--- src/rtl/core/rbb_pkg.sv ---
// shared types, constants and the reciprocal table of the region box blur
`timescale 1ns / 1ps

package rbb_pkg;

  localparam int SAMPLE_W    = 16;
  localparam int POS_W       = 6;
  localparam int DIM_REG_W   = 7;
  localparam int REGION_W    = 6;
  localparam int CFG_IDX_W   = 3;
  localparam int CFG_DATA_W  = 7;
  localparam int COL_SUM_W   = 18;
  localparam int WIN_SUM_W   = 20;
  localparam int WIN_CNT_W   = 4;
  localparam int RECIP_W     = 25;
  localparam int RECIP_SHIFT = 25;
  localparam int LINE_ROWS   = 4;

  // register indexes
  localparam logic [CFG_IDX_W-1:0] REG_NUM_ROWS      = 3'd0;
  localparam logic [CFG_IDX_W-1:0] REG_NUM_COLS      = 3'd1;
  localparam logic [CFG_IDX_W-1:0] REG_REGION_TOP    = 3'd2;
  localparam logic [CFG_IDX_W-1:0] REG_REGION_LEFT   = 3'd3;
  localparam logic [CFG_IDX_W-1:0] REG_REGION_BOTTOM = 3'd4;
  localparam logic [CFG_IDX_W-1:0] REG_REGION_RIGHT  = 3'd5;

  // opcodes
  localparam logic OP_PIXEL = 1'b0;
  localparam logic OP_FLUSH = 1'b1;

  // one column of the 3x3 window
  typedef struct packed {
    logic [COL_SUM_W-1:0] csum;
    logic [1:0]           cnt;
    logic [SAMPLE_W-1:0]  center;
  } col_t;

  typedef struct packed {
    logic clear;
    logic shift;
  } cell_ctrl_t;

  typedef logic [LINE_ROWS-1:0][SAMPLE_W-1:0] line_word_t;

  // ceil(2^24 / cnt), i.e. ceil(2^25 / (2 * cnt))
  function automatic logic [RECIP_W-1:0] recip(input logic [WIN_CNT_W-1:0] cnt);
    logic [RECIP_W-1:0] r;
    unique case (cnt)
      4'd1:    r = 25'd16777216;
      4'd2:    r = 25'd8388608;
      4'd3:    r = 25'd5592406;
      4'd4:    r = 25'd4194304;
      4'd5:    r = 25'd3355444;
      4'd6:    r = 25'd2796203;
      4'd7:    r = 25'd2396746;
      4'd8:    r = 25'd2097152;
      4'd9:    r = 25'd1864136;
      default: r = '0;
    endcase
    return r;
  endfunction

endpackage

--- src/rtl/core/rbb_if.sv ---
// stream interfaces for pixel items and result items
`timescale 1ns / 1ps

interface rbb_in_if;
  logic                                valid;
  logic                                ready;
  logic                                opcode;
  logic signed [rbb_pkg::SAMPLE_W-1:0] sample;

  modport source (output valid, output opcode, output sample, input ready);
  modport sink   (input valid, input opcode, input sample, output ready);
endinterface

interface rbb_out_if;
  logic                                valid;
  logic                                ready;
  logic signed [rbb_pkg::SAMPLE_W-1:0] pixel_out;
  logic        [rbb_pkg::POS_W-1:0]    out_row;
  logic        [rbb_pkg::POS_W-1:0]    out_col;
  logic                                last;

  modport source (output valid, output pixel_out, output out_row, output out_col,
                  output last, input ready);
  modport sink   (input valid, input pixel_out, input out_row, input out_col,
                  input last, output ready);
endinterface

--- src/rtl/core/rbb_line_store.sv ---
// line store: four rows of samples, one lane per row, column addressed
`timescale 1ns / 1ps

module rbb_line_store #(
  parameter int MAX_DIM = 64
) (
  input  logic                              clk_i,
  input  logic                              wr_en_i,
  input  logic [1:0]                        wr_lane_i,
  input  logic [$clog2(MAX_DIM)-1:0]        wr_addr_i,
  input  logic [rbb_pkg::SAMPLE_W-1:0]      wr_data_i,
  input  logic [$clog2(MAX_DIM)-1:0]        rd_addr_i,
  output rbb_pkg::line_word_t               rd_data_o
);

  rbb_pkg::line_word_t mem_q [MAX_DIM];
  rbb_pkg::line_word_t rd_q;

  always_ff @(posedge clk_i) begin
    if (wr_en_i) begin
      mem_q[wr_addr_i][wr_lane_i] <= wr_data_i;
    end
  end

  always_ff @(posedge clk_i) begin
    rd_q <= mem_q[rd_addr_i];
  end

  assign rd_data_o = rd_q;

endmodule

--- src/rtl/core/rbb_col_cell.sv ---
// one window column cell: holds a column sum, count and center, shifts to its neighbor
`timescale 1ns / 1ps

module rbb_col_cell (
  input  logic                clk_i,
  input  logic                rst_ni,
  input  rbb_pkg::cell_ctrl_t ctrl_i,
  input  rbb_pkg::col_t       col_i,
  output rbb_pkg::col_t       col_o
);

  rbb_pkg::col_t col_q;

  always_ff @(posedge clk_i or negedge rst_ni) begin
    if (!rst_ni) begin
      col_q <= '0;
    end else if (ctrl_i.clear) begin
      col_q <= '0;
    end else if (ctrl_i.shift) begin
      col_q <= col_i;
    end
  end

  assign col_o = col_q;

endmodule

--- src/rtl/core/region_box_blur_3x3_unit.sv ---
// top level of the region box blur: control sequencer, window chain and rounded mean
//
// Pixels of a num_rows x num_cols matrix enter on in_i in raster order (opcode pixel),
// one sample per transfer. The same matrix leaves on out_o in raster order with row,
// column and a last flag; pixels inside the region carry the rounded mean of their
// in-matrix 3x3 neighbourhood, others pass unchanged. Output lags input by one row
// and one column; after the last pixel, one flush transfer drains one pending result.
// Items that give no result leave the sequencer idle and ready. An item that gives a
// result passes the column loads, the window sum and the reciprocal multiply before it
// reaches out_o, with an extra column load at the first column of a row, and the
// next item is taken once the result enters the output register. Each load is
// one read of the line store plus one shift of the three-cell column chain. If out_o
// is stalled, the finished result waits in the multiply step until the output register
// frees. Reset sets the registers to their defaults and both positions to the matrix
// origin; the line store needs no clearing pass since only written entries are read.
// Writing num_rows or num_cols while the sequencer is idle restarts the matrix.
`timescale 1ns / 1ps

module region_box_blur_3x3_unit #(
  parameter int MAX_DIM = 64
) (
  input  logic                               clk_i,
  input  logic                               rst_ni,
  input  logic                               cfg_we_i,
  input  logic [rbb_pkg::CFG_IDX_W-1:0]      cfg_idx_i,
  input  logic [rbb_pkg::CFG_DATA_W-1:0]     cfg_wdata_i,
  rbb_in_if.sink                             in_i,
  rbb_out_if.source                          out_o
);

  localparam int DIM_W  = $clog2(MAX_DIM + 1);
  localparam int IDX_W  = $clog2(MAX_DIM);
  localparam int PEND_W = $clog2(MAX_DIM + 3);
  localparam int SW     = rbb_pkg::SAMPLE_W;
  localparam int WSW    = rbb_pkg::WIN_SUM_W;
  localparam int PROD_W = rbb_pkg::WIN_SUM_W + rbb_pkg::RECIP_W;

  typedef enum logic [2:0] {
    ST_IDLE,
    ST_READ,
    ST_LOAD,
    ST_SUM,
    ST_MUL
  } state_e;

  function automatic logic [DIM_W-1:0] eff_dim(input logic [rbb_pkg::DIM_REG_W-1:0] v);
    logic [DIM_W-1:0] r;
    if (v == '0) begin
      r = DIM_W'(1);
    end else if (32'(v) > MAX_DIM) begin
      r = DIM_W'(MAX_DIM);
    end else begin
      r = DIM_W'(v);
    end
    return r;
  endfunction

  // configuration
  logic [rbb_pkg::DIM_REG_W-1:0] rows_q, cols_q;
  logic [rbb_pkg::REGION_W-1:0]  top_q, left_q, bottom_q, right_q;

  // sequencer state
  state_e            state_q;
  logic [IDX_W-1:0]  in_r_q, in_c_q, out_r_q, out_c_q;
  logic              in_done_q;
  logic [PEND_W-1:0] pend_q;
  logic [DIM_W-1:0]  load_col_q;
  logic              two_q;
  logic [WSW-1:0]    n_q;
  logic [rbb_pkg::WIN_CNT_W-1:0] cnt_q;
  logic              neg_q, blur_q;
  logic [SW-1:0]     center_q;
  logic              out_valid_q, out_last_q;
  logic [SW-1:0]     out_pix_q;
  logic [rbb_pkg::POS_W-1:0] out_row_q, out_col_q;

  logic [DIM_W-1:0]  rows_eff, cols_eff;
  logic              accept, is_pix, wr_en, emit_start, in_last, out_last, dim_wr;
  rbb_pkg::cell_ctrl_t cell_ctrl;
  rbb_pkg::col_t     chain [4];
  rbb_pkg::line_word_t rd_word;
  logic [1:0]        b_mid, b_up, b_dn;
  logic              up_ok, dn_ok, col_ok;
  logic [WSW-1:0]    win_sum, mag, n_d;
  logic [rbb_pkg::WIN_CNT_W-1:0] win_cnt;
  logic [PROD_W-1:0] prod;
  logic [WSW-1:0]    quot;
  logic [SW-1:0]     mean_val;
  logic              in_region;

  assign rows_eff = eff_dim(rows_q);
  assign cols_eff = eff_dim(cols_q);

  assign in_i.ready = (state_q == ST_IDLE);
  assign accept     = in_i.valid && in_i.ready;
  assign is_pix     = (in_i.opcode == rbb_pkg::OP_PIXEL);
  assign wr_en      = accept && is_pix && !in_done_q;
  assign emit_start = (wr_en && (pend_q >= PEND_W'(cols_eff) + PEND_W'(1))) ||
                      (accept && !is_pix && in_done_q && (pend_q != '0));
  assign in_last    = (DIM_W'(in_r_q) == rows_eff - DIM_W'(1)) &&
                      (DIM_W'(in_c_q) == cols_eff - DIM_W'(1));
  assign out_last   = (DIM_W'(out_r_q) == rows_eff - DIM_W'(1)) &&
                      (DIM_W'(out_c_q) == cols_eff - DIM_W'(1));
  assign dim_wr     = cfg_we_i && ((cfg_idx_i == rbb_pkg::REG_NUM_ROWS) ||
                                   (cfg_idx_i == rbb_pkg::REG_NUM_COLS));

  // line store
  rbb_line_store #(
    .MAX_DIM (MAX_DIM)
  ) u_line_store (
    .clk_i     (clk_i),
    .wr_en_i   (wr_en),
    .wr_lane_i (in_r_q[1:0]),
    .wr_addr_i (in_c_q),
    .wr_data_i (in_i.sample),
    .rd_addr_i (IDX_W'(load_col_q)),
    .rd_data_o (rd_word)
  );

  // new column from the line store
  assign b_mid  = out_r_q[1:0];
  assign b_up   = b_mid - 2'd1;
  assign b_dn   = b_mid + 2'd1;
  assign up_ok  = (out_r_q != '0);
  assign dn_ok  = (DIM_W'(out_r_q) + DIM_W'(1)) < rows_eff;
  assign col_ok = (load_col_q < cols_eff);

  always_comb begin
    chain[3] = '0;
    if (col_ok) begin
      chain[3].csum = {{2{rd_word[b_mid][SW-1]}}, rd_word[b_mid]};
      if (up_ok) begin
        chain[3].csum = chain[3].csum + {{2{rd_word[b_up][SW-1]}}, rd_word[b_up]};
      end
      if (dn_ok) begin
        chain[3].csum = chain[3].csum + {{2{rd_word[b_dn][SW-1]}}, rd_word[b_dn]};
      end
      chain[3].cnt    = 2'd1 + {1'b0, up_ok} + {1'b0, dn_ok};
      chain[3].center = rd_word[b_mid];
    end
  end

  assign cell_ctrl.clear = emit_start && (out_c_q == '0);
  assign cell_ctrl.shift = (state_q == ST_LOAD);

  // window chain: cell 0 is column c-1, cell 1 column c, cell 2 column c+1
  for (genvar i = 0; i < 3; i++) begin : g_cell
    rbb_col_cell u_cell (
      .clk_i  (clk_i),
      .rst_ni (rst_ni),
      .ctrl_i (cell_ctrl),
      .col_i  (chain[i+1]),
      .col_o  (chain[i])
    );
  end

  // window sum and rounding numerator 2*|sum| + cnt
  assign win_sum = {{2{chain[0].csum[17]}}, chain[0].csum} +
                   {{2{chain[1].csum[17]}}, chain[1].csum} +
                   {{2{chain[2].csum[17]}}, chain[2].csum};
  assign win_cnt = {2'b0, chain[0].cnt} + {2'b0, chain[1].cnt} + {2'b0, chain[2].cnt};
  assign mag     = win_sum[WSW-1] ? (~win_sum + WSW'(1)) : win_sum;
  assign n_d     = {mag[WSW-2:0], 1'b0} + WSW'(win_cnt);

  assign in_region = (32'(out_r_q) >= 32'(top_q))  && (32'(out_r_q) <= 32'(bottom_q)) &&
                     (32'(out_c_q) >= 32'(left_q)) && (32'(out_c_q) <= 32'(right_q));

  // division by 2*cnt through the reciprocal table
  assign prod     = PROD_W'(n_q) * PROD_W'(rbb_pkg::recip(cnt_q));
  assign quot     = prod[rbb_pkg::RECIP_SHIFT +: WSW];
  assign mean_val = neg_q ? (~quot[SW-1:0] + SW'(1)) : quot[SW-1:0];

  always_ff @(posedge clk_i or negedge rst_ni) begin
    if (!rst_ni) begin
      rows_q   <= 7'd64;
      cols_q   <= 7'd64;
      top_q    <= 6'd0;
      left_q   <= 6'd0;
      bottom_q <= 6'd63;
      right_q  <= 6'd63;
    end else if (cfg_we_i) begin
      unique case (cfg_idx_i)
        rbb_pkg::REG_NUM_ROWS:      rows_q   <= cfg_wdata_i;
        rbb_pkg::REG_NUM_COLS:      cols_q   <= cfg_wdata_i;
        rbb_pkg::REG_REGION_TOP:    top_q    <= cfg_wdata_i[rbb_pkg::REGION_W-1:0];
        rbb_pkg::REG_REGION_LEFT:   left_q   <= cfg_wdata_i[rbb_pkg::REGION_W-1:0];
        rbb_pkg::REG_REGION_BOTTOM: bottom_q <= cfg_wdata_i[rbb_pkg::REGION_W-1:0];
        rbb_pkg::REG_REGION_RIGHT:  right_q  <= cfg_wdata_i[rbb_pkg::REGION_W-1:0];
        default: ;
      endcase
    end
  end

  always_ff @(posedge clk_i or negedge rst_ni) begin
    if (!rst_ni) begin
      state_q     <= ST_IDLE;
      in_r_q      <= '0;
      in_c_q      <= '0;
      out_r_q     <= '0;
      out_c_q     <= '0;
      in_done_q   <= 1'b0;
      pend_q      <= '0;
      load_col_q  <= '0;
      two_q       <= 1'b0;
      n_q         <= '0;
      cnt_q       <= '0;
      neg_q       <= 1'b0;
      blur_q      <= 1'b0;
      center_q    <= '0;
      out_valid_q <= 1'b0;
      out_last_q  <= 1'b0;
      out_pix_q   <= '0;
      out_row_q   <= '0;
      out_col_q   <= '0;
    end else begin
      if (out_o.ready && (state_q != ST_MUL)) begin
        out_valid_q <= 1'b0;
      end
      unique case (state_q)
        ST_IDLE: begin
          if (dim_wr) begin
            in_r_q    <= '0;
            in_c_q    <= '0;
            out_r_q   <= '0;
            out_c_q   <= '0;
            in_done_q <= 1'b0;
            pend_q    <= '0;
          end else begin
            if (wr_en) begin
              pend_q <= pend_q + PEND_W'(1);
              if (in_last) begin
                in_done_q <= 1'b1;
              end
              if (DIM_W'(in_c_q) == cols_eff - DIM_W'(1)) begin
                in_c_q <= '0;
                in_r_q <= in_r_q + IDX_W'(1);
              end else begin
                in_c_q <= in_c_q + IDX_W'(1);
              end
            end
            if (emit_start) begin
              state_q <= ST_READ;
              if (out_c_q == '0) begin
                load_col_q <= '0;
                two_q      <= 1'b1;
              end else begin
                load_col_q <= DIM_W'(out_c_q) + DIM_W'(1);
                two_q      <= 1'b0;
              end
            end
          end
        end
        ST_READ: begin
          state_q <= ST_LOAD;
        end
        ST_LOAD: begin
          if (two_q) begin
            two_q      <= 1'b0;
            load_col_q <= DIM_W'(1);
            state_q    <= ST_READ;
          end else begin
            state_q <= ST_SUM;
          end
        end
        ST_SUM: begin
          n_q      <= n_d;
          cnt_q    <= win_cnt;
          neg_q    <= win_sum[WSW-1];
          blur_q   <= in_region;
          center_q <= chain[1].center;
          state_q  <= ST_MUL;
        end
        ST_MUL: begin
          if (!out_valid_q || out_o.ready) begin
            out_valid_q <= 1'b1;
            out_pix_q   <= blur_q ? mean_val : center_q;
            out_row_q   <= rbb_pkg::POS_W'(out_r_q);
            out_col_q   <= rbb_pkg::POS_W'(out_c_q);
            out_last_q  <= out_last;
            state_q     <= ST_IDLE;
            if (out_last) begin
              in_r_q    <= '0;
              in_c_q    <= '0;
              out_r_q   <= '0;
              out_c_q   <= '0;
              in_done_q <= 1'b0;
              pend_q    <= '0;
            end else begin
              pend_q <= pend_q - PEND_W'(1);
              if (DIM_W'(out_c_q) == cols_eff - DIM_W'(1)) begin
                out_c_q <= '0;
                out_r_q <= out_r_q + IDX_W'(1);
              end else begin
                out_c_q <= out_c_q + IDX_W'(1);
              end
            end
          end
        end
        default: state_q <= ST_IDLE;
      endcase
    end
  end

  assign out_o.valid     = out_valid_q;
  assign out_o.pixel_out = out_pix_q;
  assign out_o.out_row   = out_row_q;
  assign out_o.out_col   = out_col_q;
  assign out_o.last      = out_last_q;

endmodule
--- src/flat_wrapper.sv ---
// flat-port wrapper written by rule: the top's interface ports become plain ports
module region_box_blur_3x3_unit_flat 
#(
  parameter int MAX_DIM = 64
)
  (clk_i, rst_ni, cfg_we_i, cfg_idx_i, cfg_wdata_i, in_i_valid, in_i_opcode, in_i_sample, in_i_ready, out_o_valid, out_o_pixel_out, out_o_out_row, out_o_out_col, out_o_last, out_o_ready);
  rbb_in_if in_i_i ();
  rbb_out_if out_o_i ();
  input  logic clk_i;
  input  logic rst_ni;
  input  logic cfg_we_i;
  input  logic [rbb_pkg::CFG_IDX_W-1:0] cfg_idx_i;
  input  logic [rbb_pkg::CFG_DATA_W-1:0] cfg_wdata_i;
  input wire logic [$bits(in_i_i.valid)-1:0] in_i_valid;
  input wire logic [$bits(in_i_i.opcode)-1:0] in_i_opcode;
  input wire logic [$bits(in_i_i.sample)-1:0] in_i_sample;
  output wire logic [$bits(in_i_i.ready)-1:0] in_i_ready;
  output wire logic [$bits(out_o_i.valid)-1:0] out_o_valid;
  output wire logic [$bits(out_o_i.pixel_out)-1:0] out_o_pixel_out;
  output wire logic [$bits(out_o_i.out_row)-1:0] out_o_out_row;
  output wire logic [$bits(out_o_i.out_col)-1:0] out_o_out_col;
  output wire logic [$bits(out_o_i.last)-1:0] out_o_last;
  input wire logic [$bits(out_o_i.ready)-1:0] out_o_ready;
  assign in_i_i.valid = in_i_valid;
  assign in_i_i.opcode = in_i_opcode;
  assign in_i_i.sample = in_i_sample;
  assign in_i_ready = in_i_i.ready;
  assign out_o_valid = out_o_i.valid;
  assign out_o_pixel_out = out_o_i.pixel_out;
  assign out_o_out_row = out_o_i.out_row;
  assign out_o_out_col = out_o_i.out_col;
  assign out_o_last = out_o_i.last;
  assign out_o_i.ready = out_o_ready;
  region_box_blur_3x3_unit #(.MAX_DIM(MAX_DIM)) u_core (.clk_i(clk_i), .rst_ni(rst_ni), .cfg_we_i(cfg_we_i), .cfg_idx_i(cfg_idx_i), .cfg_wdata_i(cfg_wdata_i), .in_i(in_i_i), .out_o(out_o_i));
endmodule
--- config.mk ---
export PLATFORM = sky130hd
export DESIGN_NAME = region_box_blur_3x3_unit_flat
export DESIGN_NICKNAME = d
export VERILOG_FILES = /design/src/rtl/core/rbb_pkg.sv /design/src/rtl/core/rbb_if.sv /design/src/rtl/core/rbb_line_store.sv /design/src/rtl/core/rbb_col_cell.sv /design/src/rtl/core/region_box_blur_3x3_unit.sv /design/src/flat_wrapper.sv
export SDC_FILE = /design/constraint.sdc
export NUM_CORES = 2
export LEC_CHECK = 0
export BUFFER_PORTS_ARGS = -buffer_cell sky130_fd_sc_hd__buf_2
export CORE_MARGIN = 3
export CORE_UTILIZATION = 40
export DETAILED_ROUTE_END_ITERATION = 6
export PLACE_DENSITY_LB_ADDON = 0.2
export SETUP_SLACK_MARGIN = 0.3
export SYNTH_ARGS = -nofsm -noshare
export SYNTH_HDL_FRONTEND = slang
export SYNTH_MEMORY_MAX_BITS = 65536
export SYNTH_SLANG_ARGS = --single-unit
--- constraint.sdc ---
create_clock -name clk_i -period 12 [get_ports clk_i]
set_input_delay 0.6 -clock clk_i [delete_from_list [all_inputs] [get_ports clk_i]]
set_output_delay 0.6 -clock clk_i [all_outputs]
set_load 0.05 [all_outputs]
==> impl_results.html <==
<table>
<tr><th>Metric</th><th>Value</th></tr>
<tr><th colspan="2">Synthesis</th></tr>
<tr><td>Sequential fraction of the synthesis area</td><td>68.9%</td></tr>
<tr><td>Post-synthesis adder-cell area fraction</td><td>under 10%</td></tr>
<tr><td>Combinational family with the most area after synthesis</td><td>multiplexers</td></tr>
<tr><td>Number of flip-flops and latches in the synthesized netlist</td><td>between 4000 and 5000</td></tr>
<tr><td>Total standard cell area after synthesis</td><td>between 150000 and 200000 um2</td></tr>
<tr><td>Fraction of synthesis flops using an asynchronous set or reset pin</td><td>~5.5%</td></tr>
<tr><td>Commonest cells post-synth</td><td>edfxtp_1 (4096), mux4_2 (1392), nand2_1 (573), inv_1 (543), fa_1 (402)</td></tr>
<tr><td>Library cell occupying the most area in the post-synthesis netlist</td><td>edfxtp_1</td></tr>
<tr><td>Library cell with the highest instance count after synthesis</td><td>edfxtp_1</td></tr>
<tr><td>Total of warnings raised by yosys</td><td>0</td></tr>
<tr><td>Post-synthesis average cell area</td><td>roughly 20 um2</td></tr>
<tr><td>Gate count after technology mapping</td><td>9658</td></tr>
<tr><td>Count of distinct cell types in the synthesized netlist</td><td>107</td></tr>
<tr><td>Share of the synthesized netlist area taken by xor and xnor gates</td><td>less than 1%</td></tr>
<tr><td>EDFF count, synth</td><td>4096</td></tr>
<tr><td>Top cell type's share of synthesized area</td><td>65.0%</td></tr>
<tr><td>Synth top area cells</td><td>edfxtp_1 (65%), mux4_2 (17%), fa_1 (4.3%), dfrtp_1 (3.0%), ha_1 (1.7%)</td></tr>
<tr><td>Compound-cell area share of the yosys netlist</td><td>about 2%</td></tr>
<tr><td>Syn nets</td><td>10352</td></tr>
<tr><td>Mux share of post-synthesis cell area</td><td>around 17%</td></tr>
<tr><td>Predominant post-synthesis flop cell</td><td>edfxtp_1</td></tr>
<tr><td>Simple-gate portion of the synthesized area</td><td>roughly 3.3%</td></tr>
<tr><th colspan="2">Global routing</th></tr>
<tr><td>Met2 global-route usage</td><td>between 30% and 40%</td></tr>
<tr><td>Met1 global-route usage</td><td>31.2%</td></tr>
<tr><td>Number of antenna violations at the first check in global routing</td><td>33</td></tr>
<tr><td>Vias in the first global route</td><td>slightly below 100k</td></tr>
<tr><td>Pin count of the biggest net entering global routing</td><td>131</td></tr>
<tr><td>Most used routing layer in global routing</td><td>met2</td></tr>
<tr><td>Met3 Track Usage GR</td><td>around 4%</td></tr>
<tr><td>Global-route wire length before repair</td><td>about 750000 um</td></tr>
<tr><td>Combined global-route utilization of all metal layers</td><td>between 20% and 30%</td></tr>
<tr><td>Total overflow reported by the global router</td><td>0</td></tr>
<tr><th colspan="2">Min path</th></tr>
<tr><td>Hold WC Path Type</td><td>in2reg</td></tr>
<tr><td>HP Start</td><td>in_i_sample[6]</td></tr>
<tr><th colspan="2">Timing</th></tr>
<tr><td>Hold Worst Slack</td><td>71.6 ps</td></tr>
<tr><td>Max Transition Viols Final</td><td>0</td></tr>
<tr><td>Worst Max-Slew Pin Slew</td><td>1400 ps</td></tr>
<tr><td>Accumulated negative setup slack</td><td>0 ps</td></tr>
<tr><td>Timing-limited maximum frequency</td><td>around 90 MHz</td></tr>
<tr><td>Max-slew headroom at the worst pin</td><td>6.45%</td></tr>
<tr><td># setup viols final</td><td>0</td></tr>
<tr><td>Worst Skew</td><td>134 ps</td></tr>
<tr><td>Final critical path time including I/O delays and setup</td><td>about 11000 ps</td></tr>
<tr><td>Setup repair after global routing missed its margin</td><td>false</td></tr>
<tr><td>Final hold violation count</td><td>0</td></tr>
<tr><td>Final Cycle Share</td><td>91.9%</td></tr>
<tr><th colspan="2">Worst setup path</th></tr>
<tr><td>Max FO, Critical Path</td><td>20</td></tr>
<tr><td>Crit path DAT</td><td>roughly 12000 ps</td></tr>
<tr><td>Top cell family by delay on the critical path</td><td>adder cells</td></tr>
<tr><td>Maximum cell stage delay along the critical path</td><td>850 ps</td></tr>
<tr><td>Startpoint of the worst register-to-register path</td><td>u_core.cnt_q[1]</td></tr>
<tr><td>Buffers plus inverters on the worst setup path</td><td>6</td></tr>
<tr><td>Crit-path slowest cell</td><td>a21o_1</td></tr>
<tr><td>WS Path Type</td><td>reg2reg</td></tr>
<tr><td>Crit path launch</td><td>u_core.cnt_q[1]</td></tr>
<tr><td>Nature of the critical path startpoint</td><td>flip-flop</td></tr>
<tr><td>WP data required</td><td>approximately 13000 ps</td></tr>
<tr><td>Capturing element type of the critical path</td><td>flip-flop</td></tr>
<tr><th colspan="2">Drt</th></tr>
<tr><td>Number of DRC markers after the initial detailed-route iteration</td><td>11442</td></tr>
<tr><td>Post-route antenna net violation count</td><td>0</td></tr>
<tr><td>Drc violations</td><td>2</td></tr>
<tr><td>DR WL/cell</td><td>31.9 um</td></tr>
<tr><td>Total via count after detailed routing</td><td>95845</td></tr>
<tr><td>Avg Vias per Cell</td><td>5.77</td></tr>
<tr><td>Wire length after detailed routing</td><td>530000 um</td></tr>
<tr><td>Number of detailed-routing iterations run before antenna repair</td><td>7</td></tr>
<tr><th colspan="2">Finish</th></tr>
<tr><td>Post-layout net count</td><td>10718</td></tr>
<tr><td>Fraction of final layout cells sized beyond drive strength 1</td><td>26.9%</td></tr>
<tr><td>Layout overhead on the synthesized area</td><td>13.0%</td></tr>
<tr><td>Cell Count, Final, Fillers Out</td><td>16609</td></tr>
<tr><th colspan="2">Clock network</th></tr>
<tr><td>H-tree depth</td><td>5</td></tr>
<tr><td>Post-CTS clock slew at the launch and capture registers of the worst setup and hold paths</td><td>~60 ps</td></tr>
<tr><td>TritonCTS Buffers</td><td>~440</td></tr>
<tr><td>CTS tree</td><td>yes</td></tr>
<tr><td>Clock root cell</td><td>clkbuf_16</td></tr>
<tr><td>Post-CTS Resized</td><td>0</td></tr>
<tr><td>Buffer levels on the longest clock path</td><td>4</td></tr>
<tr><td>Clock latency on the worst-skew pair</td><td>1060 ps</td></tr>
<tr><td>Number of buffers added for setup after CTS</td><td>0</td></tr>
<tr><td>Number of hold-repair buffers added at the cts stage</td><td>15</td></tr>
<tr><td>Sink count of the clock tree</td><td>4404</td></tr>
<tr><th colspan="2">Run status</th></tr>
<tr><td>Run status</td><td>finished, violations left</td></tr>
<tr><td>Failing checks</td><td>DRC</td></tr>
<tr><th colspan="2">Floorplan</th></tr>
<tr><td>Number of top-level design ports</td><td>63</td></tr>
<tr><td>Height of the die</td><td>694 um</td></tr>
<tr><td>Die ar.</td><td>~480000 um2</td></tr>
<tr><td>Number of core rows</td><td>251</td></tr>
<tr><td>Die Wd</td><td>694 um</td></tr>
<tr><td>Initial core utilization</td><td>40.3%</td></tr>
<tr><td>Placeable core region</td><td>469000 um2</td></tr>
<tr><th colspan="2">Placed design</th></tr>
<tr><td>Final Wtd Congestion</td><td>0.855</td></tr>
<tr><td>I/O Buffers</td><td>62</td></tr>
<tr><td>Post-detailed-placement half-perimeter wirelength</td><td>324000 um</td></tr>
<tr><td>Number of instances in the placed design</td><td>15762</td></tr>
<tr><th colspan="2">Power and ir drop</th></tr>
<tr><td>Max VDD drop</td><td>0.184 mV</td></tr>
<tr><td>Power per unit of standard cell area</td><td>208 nW/um2</td></tr>
<tr><td>Leakage</td><td>0.0708 uW</td></tr>
<tr><th colspan="2">Run</th></tr>
<tr><td>Max-Cap Viols</td><td>0</td></tr>
</table>
[logic make-up after synthesis]
kind of cell / Yosys count
fa+ha+maj: 662
mux: 1461
xor+xnor: 150
buf+inv: 1045
simple gates: 1361
compound gates: 575
flops: 4404
[final timing paths]
path,to,slack (ps),cells after the start
setup / recovery,u_core.out_o.pixel_out[15],970,31
hold / removal,u_core.u_line_store.mem_q[15][38],70,1
setup reg to reg,u_core.out_o.pixel_out[15],970,31
hold reg to reg,u_core.out_o.pixel_out[6],480,2
max in group asynchronous,u_core.g_cell[1].u_cell.col_o[10],10120,3
min in group asynchronous,u_core.load_col_q[5],300,2
[per-stage QoR]
step	power (uW)	util [%]	instance area [um2]	worst slack [ps]
6_report	44500	45.6	214000	966
2_1_floorplan	26900	-	189000	3620
3_5_place_dp	31000	42.4	199000	1090
5_1_grt	46500	45.6	214000	452
4_1_cts	44900	45.6	214000	1020
3_3_place_gp	30800	42.4	199000	1140
[state kept, by name, indices dropped and copies added (netlist names), 3 cells and up]
register	count
u_core.out_o.out_col	6
u_core.rows_q	7
u_core.right_q	6
u_core.n_q	19
u_core.out_o.out_row	6
u_core.out_o.pixel_out	16
u_core.u_line_store.rd_data_o	64
u_core.in_r_q	6
u_core.load_col_q	7
u_core.u_line_store.mem_q	4096
u_core.in_c_q	6
u_core.center_q	16
u_core.bottom_q	6
u_core.pend_q	7
u_core.state_q	3
u_core.left_q	6
u_core.out_r_q	6
u_core.top_q	6
u_core.cnt_q	4
u_core.g_cell.u_cell.col_o	92
u_core.out_c_q	6
u_core.cols_q	7
[area by class of cell]
cell class	instances	area (um2)
Antenna cell	16	40.0
Clock buffer	545	11600
Clock inverter	271	3030
Fill cell	39723	255000
Inverter	544	2040
Multi-Input combinational cell	4209	55600
Sequential cell	4404	130000
Tap cell	6198	7750
Timing Repair Buffer	422	3370
[report_power, final]
| part | internal (uW) | total, uW | switching, uW |
|---|---|---|---|
| combinational | 5570 | 12800 | 7270 |
| clock | 7890 | 13900 | 6010 |
| sequential | 17100 | 17700 | 583 |
[cells in the final DEF, fill, tap and decap left out, types with 39 or more instances in the layout]
cell type	n
a21o_1	39
a21oi_1	169
and2_1	124
and3_1	69
buf_2	45
buf_4	333
bufinv_16	45
clkbuf_1	88
clkbuf_16	444
clkinv_1	97
clkinv_2	74
dfrtp_1	224
dfxtp_1	64
edfxtp_1	4096
fa_1	402
ha_1	259
inv_1	542
mux2_2	53
mux4_2	1392
nand2_1	569
nand3_1	39
nor2_1	143
nor2_2	195
nor3_1	45
o21ai_0	133
xnor2_1	78
xor2_1	66
[worst reg2reg max path, delay by kind of cell, from the launching register on]
kind	cells	cell delay, ps
AOI/OAI and AO/OA	8	3310
xor gates and xnor gates	2	410
adders and majority gates	9	4310
buffers and inverters	6	330
DFF	1	750
and+or+nand+nor	6	1810
[per-layer routing]
metal | part of all wire [%] | wire length, um
met3 | 7.5 | 39800
met4 | 2.5 | 13000
met5 | 0.033 | 176
met2 | 48 | 253000
met1 | 42 | 224000
(Power assumes the default switching activity.)
